[src/rtl/rne_pkg.sv]
// ----------------------------------------------------------------------------
// rne_pkg
// Shared types, constants and character helpers for the Roman numeral encoder.
// ----------------------------------------------------------------------------
package rne_pkg;

    localparam int DEFAULT_VALUE_BITS = 32;
    localparam int NUMBER_W           = 32;
    localparam int CHAR_W             = 8;
    localparam int ROMAN_LIMIT        = 3999;
    localparam int ROMAN_PLACES       = 4;

    localparam logic [CHAR_W-1:0] ASCII_ZERO = 8'h30;
    localparam logic [CHAR_W-1:0] ASCII_I    = 8'h49;
    localparam logic [CHAR_W-1:0] ASCII_V    = 8'h56;
    localparam logic [CHAR_W-1:0] ASCII_X    = 8'h58;
    localparam logic [CHAR_W-1:0] ASCII_L    = 8'h4C;
    localparam logic [CHAR_W-1:0] ASCII_C    = 8'h43;
    localparam logic [CHAR_W-1:0] ASCII_D    = 8'h44;
    localparam logic [CHAR_W-1:0] ASCII_M    = 8'h4D;

    typedef enum logic [1:0] {
        SEL_ONE,
        SEL_FIVE,
        SEL_TEN
    } roman_sel_t;

    typedef struct packed {
        logic load;
        logic shift;
        logic prep;
        logic emit;
    } rne_cmd_t;

    typedef struct packed {
        logic conv_last;
        logic zero;
        logic emit_end;
    } rne_sts_t;

    // Number of letters that one decimal digit takes in Roman form.
    function automatic logic [2:0] roman_len(input logic [3:0] digit);
        logic [2:0] len;
        unique case (digit)
            4'd0:    len = 3'd0;
            4'd1:    len = 3'd1;
            4'd2:    len = 3'd2;
            4'd3:    len = 3'd3;
            4'd4:    len = 3'd2;
            4'd5:    len = 3'd1;
            4'd6:    len = 3'd2;
            4'd7:    len = 3'd3;
            4'd8:    len = 3'd4;
            4'd9:    len = 3'd2;
            default: len = 3'd0;
        endcase
        return len;
    endfunction

    // Which of the place's three letters stands at a given offset in the digit.
    function automatic roman_sel_t roman_sel(input logic [3:0] digit, input logic [2:0] offset);
        roman_sel_t sel;
        sel = SEL_ONE;
        if (digit == 4'd4 && offset == 3'd1) begin
            sel = SEL_FIVE;
        end else if (digit == 4'd9 && offset == 3'd1) begin
            sel = SEL_TEN;
        end else if (digit >= 4'd5 && digit <= 4'd8 && offset == 3'd0) begin
            sel = SEL_FIVE;
        end
        return sel;
    endfunction

    function automatic logic [CHAR_W-1:0] roman_letter(input logic [1:0] place,
                                                       input roman_sel_t sel);
        logic [CHAR_W-1:0] ch;
        unique case (place)
            2'd0: begin
                unique case (sel)
                    SEL_ONE:  ch = ASCII_I;
                    SEL_FIVE: ch = ASCII_V;
                    default:  ch = ASCII_X;
                endcase
            end
            2'd1: begin
                unique case (sel)
                    SEL_ONE:  ch = ASCII_X;
                    SEL_FIVE: ch = ASCII_L;
                    default:  ch = ASCII_C;
                endcase
            end
            2'd2: begin
                unique case (sel)
                    SEL_ONE:  ch = ASCII_C;
                    SEL_FIVE: ch = ASCII_D;
                    default:  ch = ASCII_M;
                endcase
            end
            default: ch = ASCII_M;
        endcase
        return ch;
    endfunction

endpackage

[src/rtl/roman_numeral_encoder_top.sv]
// Sequence: the item is taken, converted to BCD four bits at a time, the cursor is
// placed, then one character is emitted per cycle while the output is not stalled.
// Roman text also steps over each zero digit above its last letter, emitting nothing.
// One item at a time: the next item is taken only after the last character has
// entered the result register; a zero value finishes after conversion.
// Reset (aresetn, synchronous, active low) empties the output and idles the FSM.
// ----------------------------------------------------------------------------
// roman_numeral_encoder_top
// Converts one unsigned number per item into Roman numeral text (or decimal
// digits above 3999), one ASCII character per result item.
// ----------------------------------------------------------------------------
module roman_numeral_encoder_top
    import rne_pkg::*;
#(
    parameter int VALUE_BITS = DEFAULT_VALUE_BITS
) (
    input  logic                aclk,
    input  logic                aresetn,
    input  logic                s_valid,
    output logic                s_ready,
    input  logic [NUMBER_W-1:0] s_number_in,
    output logic                m_valid,
    input  logic                m_ready,
    output logic [CHAR_W-1:0]   m_char_out,
    output logic                m_last_char
);

    rne_cmd_t cmd;
    rne_sts_t sts;

    rne_ctrl u_ctrl (
        .aclk    (aclk),
        .aresetn (aresetn),
        .s_valid (s_valid),
        .s_ready (s_ready),
        .sts     (sts),
        .cmd     (cmd)
    );

    rne_datapath #(
        .VALUE_BITS (VALUE_BITS)
    ) u_datapath (
        .aclk        (aclk),
        .aresetn     (aresetn),
        .number_in   (s_number_in),
        .cmd         (cmd),
        .sts         (sts),
        .m_valid     (m_valid),
        .m_ready     (m_ready),
        .m_char_out  (m_char_out),
        .m_last_char (m_last_char)
    );

endmodule

[src/rtl/rne_ctrl.sv]
// ----------------------------------------------------------------------------
// rne_ctrl
// Sequencer: accepts an item, runs the binary to BCD conversion, then drives character
// emission until the datapath reports the final character (a zero returns to idle).
// ----------------------------------------------------------------------------
module rne_ctrl
    import rne_pkg::*;
(
    input  logic     aclk,
    input  logic     aresetn,
    input  logic     s_valid,
    output logic     s_ready,
    input  rne_sts_t sts,
    output rne_cmd_t cmd
);

    typedef enum logic [1:0] {
        ST_IDLE,
        ST_CONV,
        ST_PREP,
        ST_EMIT
    } state_t;

    state_t state_reg;
    logic   s_ready_reg;

    always_ff @(posedge aclk) begin
        if (!aresetn) begin
            state_reg   <= ST_IDLE;
            s_ready_reg <= 1'b1;
        end else begin
            unique case (state_reg)
                ST_IDLE: begin
                    if (s_valid && s_ready_reg) begin
                        state_reg   <= ST_CONV;
                        s_ready_reg <= 1'b0;
                    end
                end
                ST_CONV: begin
                    if (sts.conv_last) begin
                        if (sts.zero) begin
                            state_reg   <= ST_IDLE;
                            s_ready_reg <= 1'b1;
                        end else begin
                            state_reg <= ST_PREP;
                        end
                    end
                end
                ST_PREP: begin
                    state_reg <= ST_EMIT;
                end
                ST_EMIT: begin
                    if (sts.emit_end) begin
                        state_reg   <= ST_IDLE;
                        s_ready_reg <= 1'b1;
                    end
                end
                default: begin
                    state_reg   <= ST_IDLE;
                    s_ready_reg <= 1'b1;
                end
            endcase
        end
    end

    always_comb begin
        cmd       = '0;
        cmd.load  = (state_reg == ST_IDLE) && s_valid && s_ready_reg;
        cmd.shift = (state_reg == ST_CONV);
        cmd.prep  = (state_reg == ST_PREP);
        cmd.emit  = (state_reg == ST_EMIT);
    end

    assign s_ready = s_ready_reg;

endmodule

[src/rtl/rne_datapath.sv]
// ----------------------------------------------------------------------------
// rne_datapath
// Shift-and-add-3 BCD converter (four bits per cycle), emission cursor over
// the BCD digits, and the result register.
// ----------------------------------------------------------------------------
module rne_datapath
    import rne_pkg::*;
#(
    parameter int VALUE_BITS = DEFAULT_VALUE_BITS
) (
    input  logic                aclk,
    input  logic                aresetn,
    input  logic [NUMBER_W-1:0] number_in,
    input  rne_cmd_t            cmd,
    output rne_sts_t            sts,
    output logic                m_valid,
    input  logic                m_ready,
    output logic [CHAR_W-1:0]   m_char_out,
    output logic                m_last_char
);

    localparam int IN_BITS = (VALUE_BITS < NUMBER_W) ? VALUE_BITS : NUMBER_W;
    localparam int STEPS   = (IN_BITS + 3) / 4;
    localparam int BIN_W   = STEPS * 4;
    localparam int NDIG    = ((IN_BITS * 1233) >> 12) + 1;
    localparam int BCD_W   = NDIG * 4;
    localparam int CNT_W   = (STEPS > 1) ? $clog2(STEPS) : 1;
    localparam int POS_W   = $clog2(NDIG);

    logic [BIN_W-1:0]  bin_reg;
    logic [BCD_W-1:0]  bcd_reg;
    logic [CNT_W-1:0]  cnt_reg;
    logic              roman_reg;
    logic              zero_reg;
    logic [POS_W-1:0]  pos_reg;
    logic [2:0]        k_reg;
    logic              m_valid_reg;
    logic [CHAR_W-1:0] m_char_reg;
    logic              m_last_reg;

    logic [IN_BITS-1:0] value_in;
    logic [BIN_W-1:0]   bin_next;
    logic [BCD_W-1:0]   bcd_next;
    logic [POS_W-1:0]   msd_pos;
    logic [3:0]         cur_digit;
    logic [2:0]         cur_len;
    logic [CHAR_W-1:0]  cur_char;
    logic               lower_zero;
    logic               at_last_pos;
    logic               k_last;
    logic               char_vld;
    logic               out_free;
    logic               step;
    logic               step_end;

    assign value_in = number_in[IN_BITS-1:0];

    always_comb begin
        bin_next = bin_reg;
        bcd_next = bcd_reg;
        for (int b = 0; b < 4; b++) begin
            for (int g = 0; g < NDIG; g++) begin
                if (bcd_next[g*4 +: 4] >= 4'd5) begin
                    bcd_next[g*4 +: 4] = bcd_next[g*4 +: 4] + 4'd3;
                end
            end
            bcd_next = {bcd_next[BCD_W-2:0], bin_next[BIN_W-1]};
            bin_next = {bin_next[BIN_W-2:0], 1'b0};
        end
    end

    always_comb begin
        msd_pos = '0;
        for (int g = 0; g < NDIG; g++) begin
            if (bcd_reg[g*4 +: 4] != 4'd0) begin
                msd_pos = POS_W'(g);
            end
        end
    end

    assign cur_digit = bcd_reg[pos_reg*4 +: 4];

    always_comb begin
        lower_zero = 1'b0;
        unique case (pos_reg[1:0])
            2'd0:    lower_zero = 1'b1;
            2'd1:    lower_zero = (bcd_reg[3:0] == 4'd0);
            2'd2:    lower_zero = (bcd_reg[7:0] == 8'd0);
            default: lower_zero = (bcd_reg[11:0] == 12'd0);
        endcase
        if (roman_reg) begin
            cur_len     = roman_len(cur_digit);
            cur_char    = roman_letter(pos_reg[1:0], roman_sel(cur_digit, k_reg));
            at_last_pos = lower_zero;
        end else begin
            cur_len     = 3'd1;
            cur_char    = ASCII_ZERO + {4'd0, cur_digit};
            at_last_pos = (pos_reg == '0);
        end
    end

    assign k_last   = (cur_len == 3'd0) || (k_reg == cur_len - 3'd1);
    assign char_vld = (k_reg < cur_len);
    assign out_free = !m_valid_reg || m_ready;
    assign step     = cmd.emit && out_free;
    assign step_end = k_last && at_last_pos;

    always_ff @(posedge aclk) begin
        if (cmd.load) begin
            bin_reg   <= BIN_W'(value_in);
            bcd_reg   <= '0;
            cnt_reg   <= '0;
            roman_reg <= (value_in <= IN_BITS'(ROMAN_LIMIT));
            zero_reg  <= (value_in == '0);
        end else if (cmd.shift) begin
            bin_reg <= bin_next;
            bcd_reg <= bcd_next;
            cnt_reg <= cnt_reg + 1'b1;
        end
        if (cmd.prep) begin
            pos_reg <= roman_reg ? POS_W'(ROMAN_PLACES - 1) : msd_pos;
            k_reg   <= 3'd0;
        end else if (step) begin
            if (k_last) begin
                pos_reg <= pos_reg - 1'b1;
                k_reg   <= 3'd0;
            end else begin
                k_reg <= k_reg + 3'd1;
            end
        end
        if (step && char_vld) begin
            m_char_reg <= cur_char;
            m_last_reg <= step_end;
        end
    end

    always_ff @(posedge aclk) begin
        if (!aresetn) begin
            m_valid_reg <= 1'b0;
        end else if (step && char_vld) begin
            m_valid_reg <= 1'b1;
        end else if (m_ready) begin
            m_valid_reg <= 1'b0;
        end
    end

    assign sts.conv_last = (cnt_reg == CNT_W'(STEPS - 1));
    assign sts.zero      = zero_reg;
    assign sts.emit_end  = step && step_end;

    assign m_valid     = m_valid_reg;
    assign m_char_out  = m_char_reg;
    assign m_last_char = m_last_reg;

endmodule

[config.mk]
export PLATFORM = sky130hd
export DESIGN_NAME = roman_numeral_encoder_top
export DESIGN_NICKNAME = d
export VERILOG_FILES = /design/src/rtl/rne_pkg.sv /design/src/rtl/roman_numeral_encoder_top.sv /design/src/rtl/rne_ctrl.sv /design/src/rtl/rne_datapath.sv
export SDC_FILE = /design/constraint.sdc
export NUM_CORES = 1
export LEC_CHECK = 0
export BUFFER_PORTS_ARGS = -buffer_cell sky130_fd_sc_hd__buf_2
export CAP_MARGIN = 20
export CORE_UTILIZATION = 45
export CTS_CLUSTER_SIZE = 25
export DETAILED_ROUTE_END_ITERATION = 10
export MAX_ROUTING_LAYER = met4
export SYNTH_ARGS = -nofsm -noshare
export SYNTH_HDL_FRONTEND = slang
export SYNTH_SLANG_ARGS = --single-unit
[constraint.sdc]
create_clock -name aclk -period 3.65 [get_ports aclk]
set_clock_uncertainty 0.15 [all_clocks]
set_input_delay 0.365 -clock aclk [delete_from_list [all_inputs] [get_ports aclk]]
set_output_delay 0.365 -clock aclk [all_outputs]
set_load 0.03 [all_outputs]
==> impl_metrics.csv, run 1 <==
group,metric,value,unit
worst_setup_path,critPathMaxStageDelay,0.52,ns
global_route,grtUsageTotal,22.5,%
timing,setup_viol_count_final,0,
global_route,grt_remaining_overflow,0,
global_route,antenna_found_initial,0,
floorplan,die_area,19700,sq um
hold_path,hp-class,"in2reg",
floorplan,core,18800,sq um
synth,synthMuxAreaShare,6.31,%
finish,area_growth,18.4,%
cts,clk_latency,0.35,ns
drt,drtPass1Iterations,5,
timing,relSlewSlack,36.1,%
synth,ys_seq_area_share,27.6,%
synth,synth_top_family_by_area,"compound AO/OA/AOI/OAI gates",
finish,mostFrequentLayoutCells,"164 x nand2_1, 93 x buf_4, 87 x nor2_1",
worst_setup_path,path_delay_family,"simple AND/OR/NAND/NOR gates",
global_route,busiest_layer,"met2",
synth,syn_area,8620,sq um
timing,period_minus_slack,3.57,ns
cts,cts.sinks,96,
cts,clk_pin_slew,0.07,ns
drt,drc,0,
synth,syn_area_per_cell,7.67,sq um
worst_setup_path,cp-start-kind,"flop",
floorplan,ios,47,
floorplan,num_rows,50,
synth,yosys_warnings,0,
cts,root_buffer,"clkbuf_16",
finish,nFillCells,1780,
finish,final_net_count,1325,
worst_setup_path,endpoint_kind,"flop",
drt,drt_wl_total,21400,microns
finish,register_area,2390,sq um
synth,netlist_instances,1124,
synth,async_flop_share,0,%
cts,htree_num_levels,3,
run_status,outcome,"completed",
worst_setup_path,crit_type,"reg2reg",
synth,yosys.area_share.simple,22.6,%
worst_setup_path,crit_chain,"buf_6 > mux2i_1 > o22ai_1 > nor2_1 > o22a_2 > or4_4 > o21ai_2 > nand2_2 > ha_4 > xnor2_2 > nor3_2 > nor2_1 > mux2i_1 > a21oi_1 > nor2b_1 > buf_4",
synth,synth_edf_count,46,
place,placed_area,9630,sq um
drt,via_per_inst,5.51,
global_route,grt_pass1_wl,34700,microns
drt,wl_per_cell,14.5,microns
synth,ys_types,75,
finish,largest_reg_flops,40,
timing,period_share,97.7,%
finish,multi_input_area,5970,sq um
timing,clock.fmax,280,MHz
place,gp_congestion,0.855,
synth,synth-adder-area-share,7.98,%
timing,slew_viol_final,0,
global_route,grt_pass1_vias,7361,
synth,synthFlopType,"dfxtp_1",
worst_setup_path,cp_data_arrival_time,3.49,ns
finish,drive_above_1_share,20.8,%
worst_setup_path,cp.required,3.57,ns
worst_setup_path,crit_fanout,7,
global_route,grt_max_degree,49,
timing,worst_pin_slew,0.959,ns
timing,rsz0062_at_grt,"yes",
drt,vias,8119,
place,io_buffers,45,
cts,cts_buffer_depth,2,
place,post-dp-hpwl,16100,microns
place,placed_cells,1448,
cts,cts_tree,"done",
finish,mostFrequentLayoutCell,"nand2_1",
worst_setup_path,crit_buf_inv,2,
finish,stdcell_area,10200,sq um
global_route,grtUsageMet1,28.9,%
synth,synthXorXnorAreaFrac,4.54,%
drt,drt_iter0_markers,383,
timing,hold_viol,0,
cts,cts_buffers,9,
floorplan,start_util,45.9,%
drt,ant_nets,0,
synth,ys_seq_elements,96,
worst_setup_path,cpMaxStageDelayCell,"or4_4",
synth,synth_nets,1215,
finish,diodes,0,
finish,finalNonFillerCells,1473,
floorplan,die_w,140,microns
run,maxCapViolations,0,
global_route,met3_usage,2.70,%
floorplan,die_h,140,microns
synth,synth_compound_area_share,25.2,%
global_route,gr-usage-met2,37.7,%
==> per-layer routing <==
metal | wire length, microns | vias up
met5 | 0 | -
met1 | 10400 | 3731
met4 | 263 | 0
li1 | - | 4256
met3 | 625 | 24
met2 | 10100 | 108
==> per-stage QoR <==
| stage | hold WS, ns | util [%] | setup WS [ns] | TNS [ns] |
|---|---|---|---|---|
| 3_3_place_gp | 0.291 | 51.2 | 0.144 | 0 |
| 5_1_grt | 0.0672 | 54.4 | -0.0600 | -0.407 |
| 2_1_floorplan | 0.268 | - | 0.0642 | 0 |
| 6_report | 0.0763 | 54.4 | 0.0842 | 0 |
| 3_5_place_dp | 0.277 | 51.3 | 0.0552 | 0 |
| 4_1_cts | 0.0629 | 52.9 | 0.0113 | 0 |
==> synthesized netlist by cell type, types with 13 or more instances <==
master,instances,area share (%)
nand2_1,165,7.2
nor2_1,92,4.0
o21ai_1,71,4.1
a21oi_1,63,3.7
inv_1,60,2.6
ha_1,55,8.0
o21ai_0,55,3.2
dfxtp_1,50,12
edfxtp_1,46,16
nand3_1,39,2.3
mux2i_1,33,3.8
clkbuf_1,31,1.3
xnor2_1,29,2.9
o22ai_1,22,1.6
nor2b_1,19,1.4
nand2b_1,17,1.2
and2_1,16,1.2
a211oi_1,14,1.2
mux2_2,14,1.8
nor3_1,14,0.81
a2bb2oi_1,13,1.3
a31oi_1,13,0.94
nor3b_1,13,1.1
==> layout make-up <==
class	count	area share [%]
multi-input combinational	912	58.4
sequential	96	23.4
timing repair buffer	143	9.76
tap	234	2.87
inverter	72	2.65
clock buffer	9	2.21
clock inverter	7	0.686
==> kinds of logic after synthesis <==
| kind of cell | Yosys count |
|---|---|
| other | 1 |
| XOR/XNOR | 43 |
| adder cells (fa/ha/maj) | 55 |
| multiplexers | 50 |
| AND/OR/NAND/NOR | 417 |
| buffers and inverters | 116 |
| flip-flops | 96 |
| AO/OA/AOI/OAI | 346 |
==> worst paths after layout <==
check	from	to	slack, ns	cells past startpoint
worst min-delay path	aresetn	u_ctrl.s_ready$_SDFFE_PN1P_	0.08	2
worst min register to register	u_datapath.bin_reg[28]$_DFFE_PP_	u_datapath.bcd_reg[0]$_SDFFE_PP0P_	0.29	2
worst max register to register	u_datapath.pos_reg[0]$_DFFE_PP_	u_datapath.pos_reg[0]$_DFFE_PP_	0.08	16
worst max-delay path	u_datapath.pos_reg[0]$_DFFE_PP_	u_datapath.pos_reg[0]$_DFFE_PP_	0.08	16
==> timing repair <==
item,in CTS,in global routing
buffers inserted,0,9
endpoints found under the setup margin,3,43
hold buffers,0,0
pin swaps,0,15
resized for setup,1,53
==> worst reg2reg max path: stages (launching register included) <==
cell      delay [ns]
edfxtp_1        0.43
buf_6           0.17
mux2i_1         0.14
o22ai_1         0.20
nor2_1          0.07
o22a_2          0.23
or4_4           0.52
o21ai_2         0.08
nand2_2         0.09
ha_4            0.23
xnor2_2         0.14
nor3_2          0.19
nor2_1          0.07
mux2i_1         0.21
a21oi_1         0.09
nor2b_1         0.11
buf_4           0.15
Power of run 1 is not shown: default switching activity piles up to over one toggle a cycle in this logic, so the estimate is an artifact.
==> run 2: changes to the inputs <==
Settings changed: HOLD_SLACK_MARGIN from default to 0.08, SLEW_MARGIN from default to 20.
==> run 2 against run 1 <==
Effect of this change:
- die area is the same
- global-route usage grew 0.18 points
- design area shrank 0.17%
- critical path depth is the same
- hold slack gained 0.052 ns
- flip-flop and latch count is the same
- critical path type unchanged
- highest routed layer unchanged
==> impl_metrics.csv, run 2 (same netlist as run 1, synthesis figures left out) <==
group,metric,value,unit
place,gp_congestion,0.855,
finish,finalNonFillerCells,1468,
worst_setup_path,path_delay_family,"simple AND/OR/NAND/NOR gates",
finish,nFillCells,1788,
drt,vias,8200,
run_status,outcome,"completed",
timing,period_minus_slack,3.58,ns
finish,final_net_count,1320,
finish,largest_reg_flops,40,
cts,clk_pin_slew,0.08,ns
worst_setup_path,cpMaxStageDelayCell,"or4_4",
drt,drt_iter0_markers,485,
drt,ant_nets,0,
drt,drc,0,
run,maxCapViolations,0,
global_route,antenna_found_initial,0,
drt,drt_wl_total,21600,microns
global_route,grt_max_degree,49,
floorplan,die_area,19700,sq um
worst_setup_path,cp-start-kind,"flop",
worst_setup_path,crit_type,"reg2reg",
cts,cts_tree,"done",
floorplan,start_util,45.9,%
drt,wl_per_cell,14.7,microns
worst_setup_path,endpoint_kind,"flop",
timing,relSlewSlack,34.8,%
timing,clock.fmax,279,MHz
place,placed_cells,1448,
timing,holdWs,0.129,ns
worst_setup_path,crit_fanout,8,
timing,period_share,98.1,%
floorplan,num_rows,50,
worst_setup_path,cp.depth,16,
floorplan,ios,47,
cts,htree_num_levels,3,
drt,drtPass1Iterations,5,
finish,mostFrequentLayoutCells,"163 x nand2_1, 89 x buf_4, 88 x nor2_1",
finish,area_growth,18.2,%
worst_setup_path,regToRegSetupSlack,0.07,ns
cts,clk_latency,0.36,ns
timing,worst_pin_slew,0.978,ns
worst_setup_path,cp.required,3.57,ns
cts,root_buffer,"clkbuf_16",
cts,cts_buffer_depth,2,
worst_setup_path,crit_buf_inv,2,
finish,drive_above_1_share,20.8,%
global_route,grt_pass1_vias,7324,
hold_path,hp-class,"in2reg",
cts,cts_buffers,9,
floorplan,die_w,140,microns
finish,diodes,0,
worst_setup_path,crit_start,"u_datapath.pos_reg[0]$_DFFE_PP_",
drt,via_per_inst,5.59,
global_route,grtUsageTotal,22.6,%
timing,rsz0062_at_grt,"yes",
timing,setup_viol_count_final,0,
worst_setup_path,cp-endpoint,"u_datapath.pos_reg[0]$_DFFE_PP_",
place,io_buffers,45,
floorplan,core,18800,sq um
place,post-dp-hpwl,16100,microns
timing,slew_viol_final,0,
global_route,grt_remaining_overflow,0,
worst_setup_path,rr_startpoint,"u_datapath.pos_reg[0]$_DFFE_PP_",
worst_setup_path,r2r_cells,16,
worst_setup_path,cp_data_arrival_time,3.51,ns
worst_setup_path,crit_chain,"buf_4 > mux2i_1 > o22ai_1 > nor2_1 > o22a_2 > or4_4 > o21ai_2 > nand2_2 > ha_4 > xnor2_2 > nor3_2 > nor2_1 > mux2i_1 > a21oi_1 > nor2b_1 > buf_4",
floorplan,die_h,140,microns
worst_setup_path,worstReg2RegEnd,"u_datapath.pos_reg[0]$_DFFE_PP_",
finish,mostFrequentLayoutCell,"nand2_1",
timing,hold_viol,0,
global_route,grt_pass1_wl,35100,microns
timing,tns,0,ns
worst_setup_path,critPathMaxStageDelay,0.55,ns
cts,cts.sinks,96,
[run 2: changes by cell type in the layout (fill, tap and decap cells not counted), moves of 2 or more]
cell,before,now
buf_4,93,89
a21oi_1,61,59
inv_6,3,5
a21oi_2,3,5
buf_6,3,0
dfxtp_1,42,40
[run 2: metal layers]
| metal | vias up | global-route usage (%) | routed length, microns |
|---|---|---|---|
| li1 | 4253 | - | - |
| met1 | 3794 | 29.7 | 10300 |
| met2 | 135 | 37.5 | 10300 |
| met3 | 18 | 3.32 | 806 |
| met4 | 0 | 3.30 | 182 |
| met5 | - | - | 0 |
[run 2: what timing repair did]
item,4_1_cts,5_1_grt
buffers inserted,0,3
endpoints found under the setup margin,0,45
endpoints found under the hold margin,1,0
hold buffers,1,0
gates resized for setup,0,60
[run 2: final cells by class]
cell class / count / area (sq um) / share of cell area, %
Clock buffer: 9 / 225 / 2.21
Clock inverter: 7 / 68.8 / 0.675
Inverter: 72 / 270 / 2.65
Multi-Input combinational cell: 912 / 5980 / 58.6
Sequential cell: 96 / 2400 / 23.5
Tap cell: 234 / 293 / 2.87
Timing Repair Buffer: 138 / 963 / 9.45
[run 2: worst min path at each step]
stage / startpoint / endpoint / cells past startpoint
floorplan: u_datapath.bin_reg[28]$_DFFE_PP_ / u_datapath.bcd_reg[0]$_SDFFE_PP0P_ / 2
finish: s_number_in[12] / u_datapath.bin_reg[12]$_DFFE_PP_ / 3
detailed placement: u_datapath.bin_reg[28]$_DFFE_PP_ / u_datapath.bcd_reg[0]$_SDFFE_PP0P_ / 2
CTS: s_number_in[12] / u_datapath.bin_reg[12]$_DFFE_PP_ / 3
global placement: u_datapath.bin_reg[28]$_DFFE_PP_ / u_datapath.bcd_reg[0]$_SDFFE_PP0P_ / 2
global route: s_number_in[18] / u_datapath.bin_reg[18]$_DFFE_PP_ / 3
[run 2: worst min-delay path: stages]
cell and delay [ns]:
buf_2 0.09, nand2_1 0.04, nand2_1 0.04
[run 2: per-stage QoR]
| step | utilization (%) | setup slack (ns) | area (sq um) |
|---|---|---|---|
| 3_5_place_dp | 51.3 | 0.0557 | 9620 |
| 2_1_floorplan | - | 0.0642 | 8620 |
| 4_1_cts | 52.9 | 0.0481 | 9930 |
| 5_1_grt | 54.3 | -0.0918 | 10200 |
| 3_3_place_gp | 51.2 | 0.144 | 9610 |
| 6_report | 54.3 | 0.0687 | 10200 |
Power of run 2 is left out for the same reason.
